==> src/rtl/core/mqb_pkg.sv <==
`default_nettype none
package mqb_pkg;

  localparam int unsigned NUM_QUEUES    = 4;
  localparam int unsigned QUEUE_DEPTH   = 16;
  localparam int unsigned MAX_MSG_BYTES = 64;
  localparam int unsigned SLOT_WORDS    = (MAX_MSG_BYTES + 7) / 8;
  localparam int unsigned TOTAL_SLOTS   = NUM_QUEUES * QUEUE_DEPTH;

  localparam int unsigned QIDX_W  = 2;
  localparam int unsigned DIDX_W  = 4;
  localparam int unsigned SLOT_W  = QIDX_W + DIDX_W;
  localparam int unsigned WIDX_W  = 3;
  localparam int unsigned PADDR_W = SLOT_W + WIDX_W;
  localparam int unsigned COUNT_W = 5;
  localparam int unsigned LEN_W   = 7;
  localparam int unsigned TYPE_W  = 32;
  localparam int unsigned WORD_W  = 64;
  localparam int unsigned APB_ADDR_W = 3;
  localparam int unsigned APB_DATA_W = 32;

  localparam logic [2:0] ST_OK       = 3'd0;
  localparam logic [2:0] ST_NOT_OPEN = 3'd1;
  localparam logic [2:0] ST_FULL     = 3'd2;
  localparam logic [2:0] ST_EMPTY    = 3'd3;
  localparam logic [2:0] ST_NO_MATCH = 3'd4;

  localparam logic MODE_SEND = 1'b0;
  localparam logic MODE_RECV = 1'b1;

  localparam logic [0:0] REG_OPEN_MASK = 1'b0;

  typedef struct packed {
    logic signed [TYPE_W-1:0] msg_type;
    logic [LEN_W-1:0]         length;
    logic [DIDX_W-1:0]        rank;
  } meta_t;

  localparam int unsigned META_W = $bits(meta_t);

endpackage
`default_nettype wire

==> src/rtl/core/mqb_cfg.sv <==
`default_nettype none
module mqb_cfg (
  input  wire logic                              clk_i,
  input  wire logic                              rst_ni,
  input  wire logic                              psel,
  input  wire logic                              penable,
  input  wire logic                              pwrite,
  input  wire logic [mqb_pkg::APB_ADDR_W-1:0]    paddr,
  input  wire logic [mqb_pkg::APB_DATA_W-1:0]    pwdata,
  output logic      [mqb_pkg::APB_DATA_W-1:0]    prdata,
  output logic                                   pready,
  output logic      [mqb_pkg::NUM_QUEUES-1:0]    open_mask_o
);
  import mqb_pkg::*;

  logic [NUM_QUEUES-1:0] mask_q, mask_d;
  logic                  sel_mask;

  assign sel_mask = (paddr[APB_ADDR_W-1] == REG_OPEN_MASK);

  always_comb begin
    mask_d = mask_q;
    if (psel && penable && pwrite && sel_mask) begin
      mask_d = pwdata[NUM_QUEUES-1:0];
    end
  end

  always_ff @(posedge clk_i or negedge rst_ni) begin
    if (!rst_ni) begin
      mask_q <= '0;
    end else begin
      mask_q <= mask_d;
    end
  end

  assign prdata      = sel_mask ? {{(APB_DATA_W-NUM_QUEUES){1'b0}}, mask_q} : '0;
  assign pready      = 1'b1;
  assign open_mask_o = mask_q;

endmodule
`default_nettype wire

==> config.mk <==
export PLATFORM = sky130hd
export DESIGN_NAME = mqb_cfg
export DESIGN_NICKNAME = d
export VERILOG_FILES = /design/src/rtl/core/mqb_pkg.sv /design/src/rtl/core/mqb_cfg.sv
export SDC_FILE = /design/constraint.sdc
export NUM_CORES = 1
export LEC_CHECK = 0
export BUFFER_PORTS_ARGS = -buffer_cell sky130_fd_sc_hd__clkbuf_2
export CAP_MARGIN = 0
export CELL_PAD_IN_SITES_DETAIL_PLACEMENT = 0
export CELL_PAD_IN_SITES_GLOBAL_PLACEMENT = 1
export CORE_ASPECT_RATIO = 2
export CORE_MARGIN = 2
export CORE_UTILIZATION = 15
export CTS_CLUSTER_DIAMETER = 200
export CTS_CLUSTER_SIZE = 12
export DETAILED_ROUTE_END_ITERATION = 10
export GPL_TIMING_DRIVEN = 0
export PLACE_DENSITY_LB_ADDON = 0.1
export SLEW_MARGIN = 20
export SYNTH_ARGS = -nofsm -noshare
export SYNTH_HDL_FRONTEND = slang
export SYNTH_SLANG_ARGS = --single-unit
==> constraint.sdc <==
create_clock -name clk_i -period 1.22 [get_ports clk_i]
set_clock_uncertainty 0.15 [all_clocks]
set_input_delay 0.122 -clock clk_i [delete_from_list [all_inputs] [get_ports clk_i]]
set_output_delay 0.122 -clock clk_i [all_outputs]
set_load 0.05 [all_outputs]
Word level (Yosys, flattened, before mapping)
Cells that the tools add are included. W data, S select, Z words.

Bitwise logic cells: 1. Mux-type cells: 1. Reductions and logical operators: 3.

Operators with widths (number): $mux W4 (1); $logic_and A1 B1 Y1 (3); $not A1 Y1 (1).

Input port bits: 40. Word-level logic and storage cells: 6. Output and inout bits: 37. Bits in registers: 4.

Longest topological paths before layout
Gate-level depths: netlist (run 1).

Depth in word-level cells: 3. Depth in mapped cells: 2. Gate-level depth less buffers: 2.

Worst setup path after synthesis (run 1)
OpenSTA, ideal clock, no wires.

Path type: register to output. Start point: register mask_q[0], in the netlist open_mask_o[0]. End point: output port prdata[0] (netlist bit). Buffers on the path: 0. Data required time: 0.948 ns. Path slack: -0.048 ns. Arrival: 0.996 ns. Stages on the path, launching flop included: 2. Cell sequence: dfrtp_1 > and2b_2.

Cells in the longest elaborated chain, start to end: 1.

RTL lines: start: declaration (line mqb_cfg.sv:16) `logic [NUM_QUEUES-1:0] mask_q, mask_d;`; start signal: assignment (line mqb_cfg.sv:32) `mask_q <= mask_d;`; $mux W4 (line mqb_cfg.sv:36) `assign prdata = sel_mask ? {{(APB_DATA_W-NUM_QUEUES){1'b0}}, mask_q} : '0;`; end: declaration (line mqb_cfg.sv:10) `output logic [mqb_pkg::APB_DATA_W-1:0] prdata,`.

No other way between the ends.

Worst setup path in the final report (run 1)
Start point: register mask_q[2], in the netlist open_mask_o[2]. End point: output port prdata[2] (netlist bit).

Same word-level chain as after synthesis.

==> results of run 1 <==
## kinds of logic after synthesis
family                 after synthesis  synth area share
other                                2            0.0175
AND/OR/NAND/NOR                      5             0.137
flip-flops                           4             0.233
buffers and inverters               29             0.507
multiplexers                         4             0.105
## layout by cell type (no fill, tap or decap)
| cell type | instances |
|---|---|
| buf_4 | 29 |
| conb_1 | 29 |
| clkbuf_2 | 13 |
| and2b_2 | 4 |
| mux2_2 | 4 |
| dfrtp_2 | 4 |
| buf_8 | 4 |
| clkbuf_8 | 3 |
| dlygate4sd3_1 | 3 |
| nand4b_4 | 1 |
## area by class of cell
cell class | instances | share of cell area
Buffer | 29 | 0.283
Multi-Input combinational cell | 38 | 0.277
Timing Repair Buffer | 20 | 0.202
Sequential cell | 4 | 0.137
Clock buffer | 3 | 0.0537
Tap cell | 29 | 0.0472
## worst paths after layout
| check | to | slack (ns) | depth (start not counted) | from |
|---|---|---|---|---|
| max in group asynchronous | open_mask_o[0] | 0.69 | 2 | rst_ni |
| min in group asynchronous | open_mask_o[3] | 0.10 | 2 | rst_ni |
| worst max register to register | open_mask_o[3] | 0.29 | 1 | open_mask_o[3] |
| worst min-delay path | open_mask_o[0] | -0.003 | 2 | pwdata[0] |
| worst min register to register | open_mask_o[0] | 0.37 | 1 | open_mask_o[0] |
| worst max-delay path | prdata[2] | -0.01 | 2 | open_mask_o[2] |
## power by group through the flow
stage / sequential (mW) / combinational (mW) / clock, mW
3_5_place_dp: 0.191 / 0.555 / 0
2_1_floorplan: 0.293 / 0.378 / 0
5_1_grt: 0.194 / 0.633 / 0.280
4_1_cts: 0.189 / 0.593 / 0.276
6_report: 0.188 / 0.607 / 0.272
3_3_place_gp: 0.189 / 0.555 / 0
## timing repair
action / in CTS / in global routing
hold endpoints to repair: 6 / 0
setup endpoints to repair: 4 / 4
gates resized for setup: 8 / 4
pin swaps: 0 / 0
hold buffers: 3 / 0
## metal layers
layer | share of wire | wire length (um) | vias up | GRT usage
met1 | 0.32 | 241 | 130 | 0.0437
met5 | 0 | 0 | - | 0
li1 | - | - | 178 | -
met2 | 0.50 | 376 | 31 | 0.0766
met3 | 0.15 | 115 | 4 | 0.0204
met4 | 0.019 | 14 | 0 | 0.0387
## through the flow
stage,setup WS (ns),power (mW),cells
2_1_floorplan,0.0981,0.671,71
3_3_place_gp,0.143,0.744,117
3_5_place_dp,0.145,0.746,117
4_1_cts,-0.0309,1.06,123
5_1_grt,-0.0401,1.11,123
6_report,-0.0130,1.07,123
## worst max-delay path, stage by stage (launching register included)
cell	delay, ns
dfrtp_2	0.40
and2b_2	0.21
buf_8	0.15
==> results.toml, run 1 <==
[sta]
fin_crit_ns = 1.23
final-setup-viol-count = 4
fin_tns_setup_ns = -0.0404
holdWs_ns = -0.00256
drv_slew = 0
fmax_mhz = 811
hold_viol_final = 1
rsz0062_at_grt = "yes"
period_share = 1.01
fin_ws_ns = -0.0130

[worst_setup_path]
crit_required_ns = 0.95
path_class = "register to primary output"
path_max_fanout = 3
cp-end-kind = "primary output"
worst_setup_path_start_kind = "register"
arrival_ns = 0.96

[yosys]
ys.flop_type = "dfrtp_1"
syn-mean-instance-area_sq_um = 9.75
ys_warn_count = 0
synth.distinct_cells = 6
yosysTopAreaCellShare = 0.507
synth_area_leaders = "buf_4 (51%), dfrtp_1 (23%), mux2_2 (10%), and2b_2 (8.2%), nand4b_4 (5.5%)"
netlist_area_sq_um = 429
synth_common_cells = "buf_4 (29), and2b_2 (4), dfrtp_1 (4), mux2_2 (4), conb_1 (2)"
synth.most_common_cell = "buf_4"
ys_seq_area_frac = 0.233
async_flop_share = 1.00
synth_edf_count = 0
yosysTopAreaCell = "buf_4"
synthCells = 44
ys_ff_latch = 4

[power_and_ir_drop]
leakagePower_nw = 0.466
p_comb_frac = 0.569
power_density_nw_per_um2 = 1390
max-vdd-ir-drop_uv = 499
internal_power_mw = 0.562
netSwitchingPower_mw = 0.505
seqPwrFrac = 0.176
power_frac_clock = 0.255
p_sw_frac = 0.473

[clock_tree]
clk_pin_slew_ns = 0.03
cts_tree = "done"
clock_latency_ns = 0.21
cts_max_path_buffers = 2
cts_post_setup_buffers_inserted = 0
cts_htree_levels = 1
cts.sinks = 4
cts_buffers = 3
root_buffer = "clkbuf_8"

[final_layout]
fin_util = 0.281
layout-drive-gt1-share = 0.660
fin_nets = 136
largest_register_ffs = 4
n_antenna_cell = 0
area_growth_pct = 79.0
fillers = 307
seq_area_sq_um = 105
multi_input_area_sq_um = 213
fin_area_sq_um = 768

[die]
fp-row-count = 27
fp.coreArea_sq_um = 2740
start_util = 0.157
top_level_ports = 77
die-area_sq_um = 3330
dieHeight_um = 79.6
dieWidth_um = 41.8

[grt]
grt_start_max_net_pins = 6
grt_pass1_vias = 282
antenna_found_initial = 0
grt_pass1_wl_um = 1180
grt_overflow = 0
grt_usage = 0.0468

[worst_hold_path]
min_path_type = "input port to register"

[placement]
place.port_buffers = 17
dp_hpwl_um = 715
placed_cell_area_sq_um = 657
globalplace.congestion = 0.622

[route]
vias = 343
first_pass_iters = 1
wirelength_um = 748
drtAntennaViolNets = 0
drc = 0
drtIter0Drc = 0
viasPerCell = 2.79
wire_per_inst_um = 6.08

[outcome]
outcome = "finished, violations left"
violations = "hold timing, setup timing"

[job]
cap_violations = 0
Power figures use the tool's default switching activity.
==> inputs of run 2 (changes only) <==
Settings changed: ABC_AREA set to 1, CORE_UTILIZATION 15 to 14, PLACE_DENSITY set to 0.86, PLACE_DENSITY_LB_ADDON 0.1 to unset.
==> run 2 against run 1 <==
The run now ends clean. Die area grew 8.9%. Sequential share of layout area shrank 0.93 points. Register-to-register slack gained 0.15 ns. Critical endpoint is now prdata[0]. Largest cell class unchanged.
==> results.toml, run 2 <==
[route]
drtIter0Drc = 2
first_pass_iters = 2
drtAntennaViolNets = 0
vias = 404
viasPerCell = 2.85
wirelength_um = 844
drc = 0
wire_per_inst_um = 5.94

[worst_setup_path]
worst_setup_path_start_kind = "register"
path_max_fanout = 3
cp-end-kind = "primary output"
r2r_end = "open_mask_o[0]"
arrival_ns = 0.90
path_class = "register to primary output"
rrSetupSlack_ns = 0.44
crit_required_ns = 0.95
r2r_cells = 2
rr_startpoint = "open_mask_o[0]"

[sta]
rsz0062_at_grt = "no"
holdWs_ns = 0.113
drv_slew = 0
fin_crit_ns = 1.18
hold_viol_final = 0
fin_tns_setup_ns = 0
period_share = 0.964
final-setup-viol-count = 0
fmax_mhz = 850

[power_and_ir_drop]
seqPwrFrac = 0.179
power_density_nw_per_um2 = 1260
power.total_mw = 1.04
netSwitchingPower_mw = 0.509
p_sw_frac = 0.488
internal_power_mw = 0.533
power_frac_clock = 0.263
leakagePower_nw = 0.505
p_comb_frac = 0.558
max-vdd-ir-drop_uv = 360

[grt]
grt_busiest_layer = "met2"
grtUsageMet1 = 0.0487
antenna_found_initial = 0
grt_pass1_vias = 361
grt_pass1_wl_um = 1390
met2_usage = 0.0775
grt_usage = 0.0519
use_met3 = 0.0304
grt_start_max_net_pins = 6
grt_overflow = 0

[die]
start_util = 0.147
die-area_sq_um = 3630
fp.coreArea_sq_um = 2980
dieWidth_um = 43.6
dieHeight_um = 83.2
fp-row-count = 28
top_level_ports = 77

[final_layout]
fin_nets = 154
layout-drive-gt1-share = 0.563
area_growth_pct = 87.7
n_antenna_cell = 0
layout_common_cells = "buf_4 (29), conb_1 (29), clkbuf_2 (13)"
fillers = 328
layout.cells.non_filler = 142
largest_register_ffs = 4

[clock_tree]
root_buffer = "clkbuf_8"
cts_tree = "done"
cts_post_setup_buffers_inserted = 0
cts_buffers = 3
cts.sinks = 4
clk_pin_slew_ns = 0.03
clock_latency_ns = 0.21
cts_htree_levels = 1
cts_max_path_buffers = 2

[yosys]
ys_seq_area_frac = 0.228
synth_area_leaders = "buf_4 (50%), dfrtp_1 (23%), nand2_1 (7.7%), inv_1 (5.1%), nand3_1 (4.6%)"
ys_warn_count = 0
synth.most_common_cell = "buf_4"
async_flop_share = 1.00
yosysTopAreaCell = "buf_4"
syn-mean-instance-area_sq_um = 7.32
ys_ff_latch = 4
ys.flop_type = "dfrtp_1"
synth_common_cells = "buf_4 (29), nand2_1 (9), inv_1 (6)"
synth.distinct_cells = 9
yosysTopAreaCellShare = 0.496
synth_edf_count = 0
synthCells = 60
netlist_area_sq_um = 439

[worst_hold_path]
min_path_type = "input port to asynchronous set/reset pin"

[job]
cap_violations = 0

[placement]
placed_cells = 134
place.port_buffers = 17
globalplace.congestion = 0.626
dp_hpwl_um = 735

[outcome]
outcome = "finished, final reports clean"
## run 2: cell count changes after synthesis
cell / previous run / this run
mux2_2: 4 / 0
nand2_1: 0 / 9
nand2_4: 0 / 1
nand4b_4: 1 / 0
nor2_4: 0 / 1
inv_1: 0 / 6
nor2_1: 0 / 4
and2b_2: 4 / 0
nand3_1: 0 / 4
## run 2: stage by stage
step	utilization	setup WS, ns	area [sq um]
floorplan	-	0.0570	576
global placement	0.234	0.205	698
detailed placement	0.234	0.196	698
CTS	0.277	0.0190	825
global route	0.277	0.0108	825
finish	0.277	0.0434	825
## run 2: kinds of logic after synthesis
kind of cell           after synthesis  synth area share
buffers and inverters               35             0.547
and+or+nand+nor                     19             0.208
DFF                                  4             0.228
other                                2            0.0171
## run 2: worst max path at each step
stage	start	end	slack, ns
3_3_place_gp	open_mask_o[0]	prdata[0]	0.20
3_5_place_dp	open_mask_o[2]	prdata[2]	0.20
2_1_floorplan	open_mask_o[0]	prdata[0]	0.06
5_1_grt	open_mask_o[2]	prdata[2]	0.01
6_report	open_mask_o[0]	prdata[0]	0.04
4_1_cts	open_mask_o[2]	prdata[2]	0.02
## run 2: critical path: stages, from the launching register on
cell	delay [ns]
dfrtp_2	0.41
inv_2	0.07
nor2_4	0.03
clkbuf_8	0.18
## run 2: power groups by stage
stage	logic (mW)	registers [mW]	clock network, mW
final	0.581	0.187	0.274
after global routing	0.608	0.193	0.294
after CTS	0.576	0.183	0.285
after detailed placement	0.539	0.184	0
after global placement	0.536	0.183	0
after floorplan	0.384	0.271	0
## run 2: layout make-up
class	count	area (sq um)	area share
multi-input combinational	48	230	0.279
buffer	29	218	0.264
timing repair buffer	22	170	0.206
sequential	4	105	0.127
clock buffer	3	41.3	0.0501
tap	30	37.5	0.0455
inverter	6	22.5	0.0273
## run 2: what timing repair did
action	4_1_cts	5_1_grt
hold endpoints to repair	8	0
gates resized for setup	8	4
hold buffers	5	0
setup endpoints to repair	4	4
pin swaps	0	0
## run 2: routing by layer
metal,up-vias,share of wire
met4,0,0
met5,-,0
met1,139,0.32
li1,223,-
met2,42,0.45
met3,0,0.23
