`src/rtl/core/mqb_ram.sv`:
```
`default_nettype none
module mqb_ram #(
  parameter int unsigned Width = 8,
  parameter int unsigned Depth = 16
) (
  input  wire logic                     clk_i,
  input  wire logic                     we_i,
  input  wire logic [$clog2(Depth)-1:0] waddr_i,
  input  wire logic [Width-1:0]         wdata_i,
  input  wire logic [$clog2(Depth)-1:0] raddr_i,
  output logic      [Width-1:0]         rdata_o
);

  logic [Width-1:0] mem [Depth];

  always_ff @(posedge clk_i) begin
    if (we_i) begin
      mem[waddr_i] <= wdata_i;
    end
  end

  always_ff @(posedge clk_i) begin
    rdata_o <= mem[raddr_i];
  end

endmodule
`default_nettype wire

```
`config.mk`:
```
export PLATFORM = sky130hd
export DESIGN_NAME = mqb_ram
export DESIGN_NICKNAME = d
export VERILOG_FILES = /design/src/rtl/core/mqb_ram.sv
export SDC_FILE = /design/constraint.sdc
export NUM_CORES = 1
export LEC_CHECK = 0
export ABC_AREA = 1
export BUFFER_PORTS_ARGS = -buffer_cell sky130_fd_sc_hd__buf_2
export CAP_MARGIN = 20
export CELL_PAD_IN_SITES_DETAIL_PLACEMENT = 1
export CELL_PAD_IN_SITES_GLOBAL_PLACEMENT = 2
export CORE_MARGIN = 2
export CORE_UTILIZATION = 36
export DETAILED_ROUTE_END_ITERATION = 8
export PLACE_DENSITY_LB_ADDON = 0.05
export SYNTH_ARGS = -nofsm -noshare
export SYNTH_HDL_FRONTEND = slang
export SYNTH_SLANG_ARGS = --single-unit
```
`constraint.sdc`:
```
create_clock -name clk_i -period 1.2 [get_ports clk_i]
set_clock_uncertainty 0.05 [all_clocks]
set_input_delay 0.12 -clock clk_i [delete_from_list [all_inputs] [get_ports clk_i]]
set_output_delay 0.12 -clock clk_i [all_outputs]
set_load 0.005 [all_outputs]
```
* Word-level counts from Yosys, hierarchy flattened
Memory sizes are Yosys's and may differ from the RTL's. A register that Yosys moved wholly into a read port is not among the register bits.
Cells that the tools add are included.
** Storage, ports and cells
- Input bits :: 18
- Flip-flop bits (word level) :: 0
- Output and inout port bits :: 8
- Memories kept :: 1
- RAM bits :: 128
- Logic and storage cells :: 3
** Memories
- mem :: words 16, width 8, read ports 1, clocked after Yosys merged registers in 1, wr ports 1, RTL line 14 : logic [Width-1:0] mem [Depth];
** Operators by class
- Multiplexer cells :: 2
** Operator list (count)
- 1-bit 2-to-1 mux :: 2

* Logic depth before layout (Yosys ltp)
Gate-level depths: netlist of the first run.
- Depth in word-level cells :: 2
- Gate-level depth with buffers :: 8
- Mapped depth without buffers :: 7

* Least setup slack after synthesis of the first run
Ideal clock, no wire load.
- Path kind :: input to register
- Start point :: in waddr_i[3]
- End point :: mem mem[4][0], enable pin
- Data arrival time :: 0.701 ns
- Path buffers :: 0
- Cell stages on the path :: 2
- Path slack :: 0.079 ns
- Data required time :: 0.780 ns
- Cells stage by stage :: nand3b_1 > nor2_1
** RTL lines
- start, declared :: RTL line 8 : input wire logic [$clog2(Depth)-1:0] waddr_i,
- end, declared :: RTL line 14
Straight into the memory's write port.

==> impl_metrics.yaml, run 1 <==
status:
  status: "finished clean"
power:
  cellPowerDensity_nw_per_um2: 1650
  power_leakage_uw: 0.00304
  vdd_drop_max_mv: 0.977
  finalPower_uw: 11600
placement:
  numPortBuffers: 25
  place.detailed.hpwl_um: 9980
  dpl_cell_area_um2: 6380
  pre_cts_slack_ns: -0.181
  place.gp.congestion: 0.720
layout:
  finalNetCount: 628
  multiInputGateArea_um2: 1220
  n_antenna_cell: 0
  regArea_um2: 4000
  n_fill_cell: 1782
  final_util_pct: 44.5
  design_area_um2: 7010
  drive_gt1_share_pct: 15.6
  area_delta_synth_final_pct: 21.6
floorplan:
  die_area_um2: 17000
  placeableCoreArea_um2: 15800
  fp.dieH_um: 131
  start_util_pct: 36.6
  io_pins: 26
  fp-row-count: 46
  floorplan.die.width_um: 131
timing:
  fin_setup_tns_ns: 0
  timing.final.crit_period_ns: 1.11
  worst_pin_slew_ns: 0.401
  fmax_mhz: 902
  hold_viol_final: 0
  drv_slew: 0
  period_share_pct: 92.4
  final-setup-viol-count: 0
  maxSlewHeadroom_pct: 73.2
  setup_slack_ns: 0.0915
  rsz0062_at_grt: "no"
synthesis:
  synth_fp_nets: 569
  synth_cell_types: 12
  synth-seq-cells: 136
  avgSynthCellArea_um2: 10.5
  yosysWarnings: 0
  synth_cells: 551
  netlist_area_um2: 5770
  yosysSeqAreaShare_pct: 69.4
global_routing:
  grt_pass1_vias: 3904
  grt_max_degree: 43
  antenna_found_initial: 0
  grt_pass1_wl_um: 23000
  grt.overflow.total: 0
  track_usage_pct: 19.2
clocking:
  root_buffer: "clkbuf_16"
  cts_tree: "built"
  h-tree-depth: 4
  clock_latency_ns: 0.42
  clockBufferDepth: 2
  post_cts.repair.setup_buffers: 0
  cts.sinks: 136
  cts_inserted_buffers: 17
  clk_pin_slew_ns: 0.06
hold_path:
  hp-class: "in -> reg"
  min_from: "wdata_i[4]"
  hold-path-endpoint: "mem[3][4]$_DFFE_PP_"
  min_path_cells: 1
setup_path:
  path_class: "reg -> reg"
  worstPathRequired_ns: 1.46
  rrSetupSlack_ns: 0.09
  cp_max_fo: 1
  reg2reg_depth: 6
  r2r_start: "mem[1][1]$_DFFE_PP_"
  worstPathArrival_ns: 1.37
  rr_endpoint: "rdata_o[1]$_DFF_P_"
  start_kind: "flop"
  cp-end-kind: "flop"
route:
  drt_pass1_iterations: 5
  vias: 3824
  via_per_inst: 4.56
  antenna_left: 0
  post_drt_wl_per_cell_um: 17.9
  routed_wl_um: 15000
  drc: 0
  drt-initial-drc-count: 179
run:
  drv_cap: 0
-- timing repair --
action | in CTS | in global routing
gates resized for setup | 0 | 1
endpoints found under the setup margin | 0 | 1
hold buffers | 0 | 0
-- critical path: stages (launching register included) --
cell,delay [ns]
edfxtp_1,0.37
inv_1,0.07
nand2_1,0.05
nand3_1,0.09
nand3_1,0.17
nand3_2,0.14
nand2_1,0.06
-- metal layers --
layer	routed length, µm	GRT usage, %
met2	7280	31.5
met1	7000	25.3
met4	189	6.76
met5	0	0
met3	559	4.03
-- cell usage after synthesis, drive strengths merged --
cell type  number  area, µm²
edfxtp        128       3840
buf            24        166
nand3b          2       15.0
nor2           17       63.8
nand3          97        485
dfxtp           8        160
inv           102        383
nand2         173        649
-- cells by family (layout without fill, tap and decap cells) --
group                  Yosys count  count (layout)  share of synthesized area (%)
and+or+nand+nor                289             289                           21.0
buffers and inverters          126             198                           9.52
DFF                            136             136                           69.4
-- power by group --
part	total, µW	switching, µW	internal [µW]
sequential	5340	30.0	5310
clock	5490	1930	3560
combinational	743	490	253
-- placed cells by master (no fill, tap or decap) --
| cell | netlist | layout |
|---|---|---|
| clkbuf_8 | 0 | 2 |
| clkinv_4 | 0 | 1 |
| clkinv_2 | 0 | 2 |
| edfxtp_1 | 128 | 128 |
| inv_2 | 2 | 2 |
| nand3_1 | 97 | 96 |
| nand2_1 | 173 | 173 |
| clkinvlp_4 | 0 | 4 |
| bufinv_16 | 0 | 4 |
| clkinv_1 | 0 | 2 |
| nor2_1 | 17 | 17 |
| buf_4 | 4 | 32 |
| nand3b_1 | 2 | 2 |
| inv_1 | 100 | 100 |
| nand3_2 | 0 | 1 |
| buf_12 | 0 | 7 |
| clkbuf_16 | 0 | 17 |
| dfxtp_1 | 8 | 8 |
| buf_2 | 13 | 25 |
-- worst max path at each step --
stage | to | from | slack, ns
global placement | rdata_o[7]$_DFF_P_ | raddr_i[0] | -0.18
global route | rdata_o[1]$_DFF_P_ | mem[0][1]$_DFFE_PP_ | 0.02
CTS | rdata_o[1]$_DFF_P_ | mem[1][1]$_DFFE_PP_ | 0.06
detailed placement | rdata_o[7]$_DFF_P_ | raddr_i[0] | -0.18
finish | rdata_o[1]$_DFF_P_ | mem[1][1]$_DFFE_PP_ | 0.09
floorplan | mem[4][0]$_DFFE_PP_ | waddr_i[3] | 0.08
-- layout make-up --
| cell class | instances | area share [%] |
|---|---|---|
| Sequential cell | 136 | 57.1 |
| Multi-Input combinational cell | 289 | 17.4 |
| Timing Repair Buffer | 64 | 7.21 |
| Clock buffer | 19 | 6.46 |
| Inverter | 102 | 5.46 |
| Tap cell | 216 | 3.86 |
| Clock inverter | 13 | 2.52 |
-- state kept, by name, indices dropped and copies added, names as in the netlist --
signal	cells
rdata_o	8
mem	128
-- metrics by stage --
stage / cells / hold slack, ns
after global routing: 839 / 0.0907
final: 839 / 0.0803
after detailed placement: 807 / 0.450
after CTS: 839 / 0.0766
after global placement: 807 / 0.449
after floorplan: 551 / 0.169
No activity file was read; power rests on OpenSTA's default activity.
==> inputs of run 2 (changes only) <==
CORE_MARGIN = default   (was 2)
clock period = 1 ns   (was 1.2 ns; I/O delays follow)
==> run 2 against run 1 <==
Effect of this change: the run now ends with negative setup slack left; count of clock-buffer cells in the layout grew 8; clock power grew 8.9%; routed wire length grew 0.77%; worst setup slack lost 0.13 ns; critical path depth shrank 5; hold slack lost 0.033 ns; register-to-register slack lost 0.08 ns; critical path type is now reg -> out; critical endpoint is now rdata_o[7].
==> impl_metrics.yaml, run 2 (same netlist as run 1, synthesis figures left out) <==
global_routing:
  antenna_found_initial: 0
  grt_pass1_wl_um: 23700
  track_usage_pct: 20.6
  grt_pass1_vias: 4051
  grt.overflow.total: 0
  grt_max_degree: 51
timing:
  timing.final.crit_period_ns: 1.04
  worst_pin_slew_ns: 0.361
  fin_setup_tns_ns: -0.0554
  final-setup-viol-count: 2
  setup_slack_ns: -0.0410
  hold_viol_final: 0
  rsz0062_at_grt: "yes"
  period_share_pct: 104
  drv_slew: 0
  hold-worst-slack_ns: 0.0476
  fmax_mhz: 961
  maxSlewHeadroom_pct: 75.9
floorplan:
  floorplan.die.width_um: 129
  io_pins: 26
  die_area_um2: 16500
  fp.dieH_um: 129
  placeableCoreArea_um2: 15400
  start_util_pct: 37.4
  fp-row-count: 45
layout:
  area_delta_synth_final_pct: 25.6
  largest-register: "mem"
  regArea_um2: 4010
  n_antenna_cell: 0
  biggestRegsByFlops: "mem: 128 flops, rdata_o: 8 flops"
  layout_commonest_cell: "nand2_1"
  finalNetCount: 628
  final_util_pct: 47.0
  drive_gt1_share_pct: 23.8
  n_fill_cell: 1704
  largest_register_ffs: 128
  final_cell_mix: "nand2_1, edfxtp_1, inv_1"
  multiInputGateArea_um2: 1440
status:
  violations: "negative setup slack"
  status: "complete, but fails checks"
placement:
  place.detailed.hpwl_um: 10100
  place.gp.congestion: 0.765
  numPortBuffers: 25
clocking:
  clock_latency_ns: 0.42
  h-tree-depth: 4
  clk_pin_slew_ns: 0.05
  cts.sinks: 136
  clockBufferDepth: 2
  cts_inserted_buffers: 17
  root_buffer: "clkbuf_16"
  cts_tree: "built"
setup_path:
  r2r_start: "mem[13][0]$_DFFE_PP_"
  path_class: "reg -> out"
  cp-startpoint: "rdata_o[7]$_DFF_P_"
  rrSetupSlack_ns: 0.01
  critPathBufInv: 1
  path_depth: 1
  worstPathRequired_ns: 0.85
  cp_max_fo: 1
  critPathSlowestCell: "dfxtp_4"
  worstPathArrival_ns: 0.89
  start_kind: "flop"
  path_delay_family: "flip-flops"
  max_stage_delay_ns: 0.36
  reg2reg_depth: 6
  crit_chain: "buf_6"
  cp-end-kind: "output pin"
power:
  cellPowerDensity_nw_per_um2: 1850
  finalPower_uw: 13400
  vdd_drop_max_mv: 1.20
  p_seq_share_pct: 48.0
  power.internal_uw: 10500
  p_sw_share_pct: 21.4
  power_frac_clock_pct: 44.7
  power_leakage_uw: 0.00312
  p_sw_uw: 2860
  combPwrFrac_pct: 7.3
run:
  drv_cap: 0
route:
  antenna_left: 0
  via_per_inst: 4.67
  routed_wl_um: 15100
  post_drt_wl_per_cell_um: 18.2
  drc: 0
  vias: 3894
  drt_pass1_iterations: 4
  drt-initial-drc-count: 210
hold_path:
  hp-class: "in -> reg"
  min_path_cells: 1
  min_from: "wdata_i[7]"
==> run 2: path summary, 6_finish.rpt <==
kind | to
hold / removal | mem[15][7]$_DFFE_PP_
setup reg to reg | rdata_o[0]$_DFF_P_
setup / recovery | rdata_o[7]
hold reg to reg | rdata_o[4]$_DFF_P_
==> run 2: cell type report <==
| cell class | count | area share (%) |
|---|---|---|
| inverters | 102 | 5.28 |
| repair buffers | 64 | 8.19 |
| clock inverters | 5 | 1.02 |
| clock buffers | 27 | 6.67 |
| well taps | 211 | 3.64 |
| multi-input cells | 289 | 19.8 |
| flip-flops and latches | 136 | 55.4 |
==> run 2: repair_timing <==
item                       4_1_cts  5_1_grt
gates cloned                     0        0
buffers inserted                 0        0
pin swaps                        9       31
setup endpoints to repair       12       16
gates resized for setup         15       41
hold buffers                     0        0
==> run 2: per-layer routing <==
| metal | share of wire [%] | vias up | routed length, µm | track usage, % |
|---|---|---|---|---|
| li1 | - | 1890 | - | - |
| met1 | 48 | 1939 | 7270 | 27.8 |
| met2 | 48 | 52 | 7280 | 32.8 |
| met3 | 3.0 | 13 | 452 | 4.74 |
| met4 | 0.90 | 0 | 137 | 6.85 |
| met5 | 0 | - | 0 | 0 |
==> run 2: per-stage QoR <==
step,cells,area [µm²],worst slack [ns]
after CTS,834,7080,-0.0731
after detailed placement,802,6460,-0.316
after floorplan,551,5780,-0.101
after global placement,802,6460,-0.294
final,834,7240,-0.0410
after global routing,834,7240,-0.0708
==> run 2: power by group through the flow <==
stage | Clock, µW | Combinational [µW] | Sequential [µW]
2_1_floorplan | 0 | 454 | 6530
3_3_place_gp | 0 | 907 | 6530
3_5_place_dp | 0 | 918 | 6530
4_1_cts | 6090 | 948 | 6420
5_1_grt | 6350 | 1090 | 6430
6_report | 5980 | 978 | 6420
==> inputs of run 3 (changes only) <==
CORE_UTILIZATION = 30   (was 36)
RECOVER_POWER = 50   (was default)
==> run 3 against run 2 <==
Effect of this change: the flow still finishes with violations (negative setup slack); sequential power barely moved; via count rose by 0.49%; routed wire length rose by 9.9%; hold slack improved by 0.054 ns; critical path type unchanged; largest power group is now the clock network.
==> impl_metrics.yaml, run 3 (same netlist as run 1, synthesis figures left out) <==
status:
  status: "complete, but fails checks"
  violations: "negative setup slack"
setup_path:
  cp-end-kind: "output pin"
  cp_max_fo: 1
  path_class: "reg -> out"
  max_stage_delay_ns: 0.35
  cp-startpoint: "rdata_o[5]$_DFF_P_"
  critPathBufInv: 1
  worstPathArrival_ns: 0.88
  worstPathRequired_ns: 0.85
  rrSetupSlack_ns: 0.02
  critPathSlowestCell: "dfxtp_2"
  rr_endpoint: "rdata_o[3]$_DFF_P_"
  reg2reg_depth: 6
  endpoint: "rdata_o[5]"
  crit_chain: "buf_2"
  start_kind: "flop"
  path_delay_family: "flip-flops"
  r2r_start: "mem[15][3]$_DFFE_PP_"
  path_depth: 1
layout:
  largest-register: "mem"
  largest_register_ffs: 128
  drive_gt1_share_pct: 23.5
  area_delta_synth_final_pct: 28.2
  n_antenna_cell: 0
  multiInputGateArea_um2: 1440
  n_fill_cell: 2087
  biggestRegsByFlops: "mem: 128 flops, rdata_o: 8 flops"
  regArea_um2: 4010
  final_cell_mix: "nand2_1, edfxtp_1, inv_1"
  design_area_um2: 7390
  finalNetCount: 630
  layout_commonest_cell: "nand2_1"
route:
  vias: 3913
  via_per_inst: 4.56
  drt_pass1_iterations: 4
  drc: 0
  post_drt_wl_per_cell_um: 19.4
  routed_wl_um: 16600
  drt-initial-drc-count: 202
  antenna_left: 0
placement:
  pre_cts_slack_ns: -0.251
  dpl_cell_area_um2: 6470
  numPortBuffers: 25
  place.detailed.hpwl_um: 10900
  place.gp.congestion: 0.730
timing:
  rsz0062_at_grt: "yes"
  hold-worst-slack_ns: 0.101
  fmax_mhz: 967
  period_share_pct: 103
  final-setup-viol-count: 5
  timing.final.crit_period_ns: 1.03
  drv_slew: 0
  setup_slack_ns: -0.0336
  worst_pin_slew_ns: 1.02
  hold_viol_final: 0
  maxSlewHeadroom_pct: 32.1
clocking:
  clockBufferDepth: 2
  hold_buffers: 0
  clock_latency_ns: 0.41
  clk_pin_slew_ns: 0.06
  root_buffer: "clkbuf_16"
  post_cts.repair.setup_buffers: 0
  cts_inserted_buffers: 17
  cts_tree: "built"
  h-tree-depth: 4
  cts.sinks: 136
power:
  p_sw_share_pct: 20.9
  p_sw_uw: 3060
  combPwrFrac_pct: 6.7
  power.internal_uw: 11600
  power_frac_clock_pct: 49.4
  vdd_drop_max_mv: 1.14
  p_seq_share_pct: 43.8
  cellPowerDensity_nw_per_um2: 1990
  power_leakage_uw: 0.00317
floorplan:
  fp.dieH_um: 141
  fp-row-count: 50
  start_util_pct: 30.7
  placeableCoreArea_um2: 18800
  floorplan.die.width_um: 141
  io_pins: 26
  die_area_um2: 19800
global_routing:
  grt_max_degree: 64
  track_usage_pct: 17.8
  antenna_found_initial: 0
  grt.overflow.total: 0
  met1_usage_pct: 25.0
  grt_pass1_wl_um: 25000
  busiest_layer: "met2"
  met3_usage_pct: 3.29
  grt_use_met2_pct: 28.4
  grt_pass1_vias: 4006
hold_path:
  hp-class: "in -> reg"
run:
  drv_cap: 0
[run 3: per-layer routing]
metal / share of wire (%) / vias to the layer above
met4: 0.57 / 0
met5: 0 / -
li1: - / 1896
met3: 3.1 / 8
met2: 47 / 55
met1: 49 / 1954
[run 3: timing repair]
action / in CTS / in global routing
pin swaps: 1 / 29
setup endpoints to repair: 15 / 16
gates resized for setup: 23 / 35
[run 3: power groups by stage]
stage	logic, µW	clock network (µW)	registers [µW]
floorplan	454	0	6530
global placement	914	0	6540
detailed placement	918	0	6540
CTS	962	7410	6430
global route	1100	7620	6450
finish	986	7260	6440
[run 3: worst min path at each step]
| stage | startpoint | end | depth (start not counted) |
|---|---|---|---|
| 6_report | raddr_i[3] | rdata_o[2]$_DFF_P_ | 4 |
| 5_1_grt | raddr_i[3] | rdata_o[2]$_DFF_P_ | 4 |
| 4_1_cts | wdata_i[6] | mem[2][6]$_DFFE_PP_ | 1 |
| 3_5_place_dp | rdata_o[2]$_DFF_P_ | rdata_o[2] | 1 |
| 3_3_place_gp | rdata_o[2]$_DFF_P_ | rdata_o[2] | 1 |
| 2_1_floorplan | wdata_i[0] | mem[0][0]$_DFFE_PP_ | 0 |
[run 3: cell type report]
type | count | share of cell area [%]
clock buffers | 17 | 5.75
flip-flops and latches | 136 | 54.3
clock inverters | 15 | 3.45
inverters | 102 | 5.18
well taps | 234 | 3.96
multi-input cells | 289 | 19.5
repair buffers | 66 | 7.84
[run 3: per-stage QoR]
step	utilization, %	setup TNS [ns]	cells	power [µW]
3_3_place_gp	34.5	-23.61	827	7460
2_1_floorplan	-	-8.04	551	6980
6_report	39.4	-0.0568	859	14700
5_1_grt	39.4	-0.508	859	15200
4_1_cts	38.6	-0.203	859	14800
3_5_place_dp	34.5	-25.39	827	7460
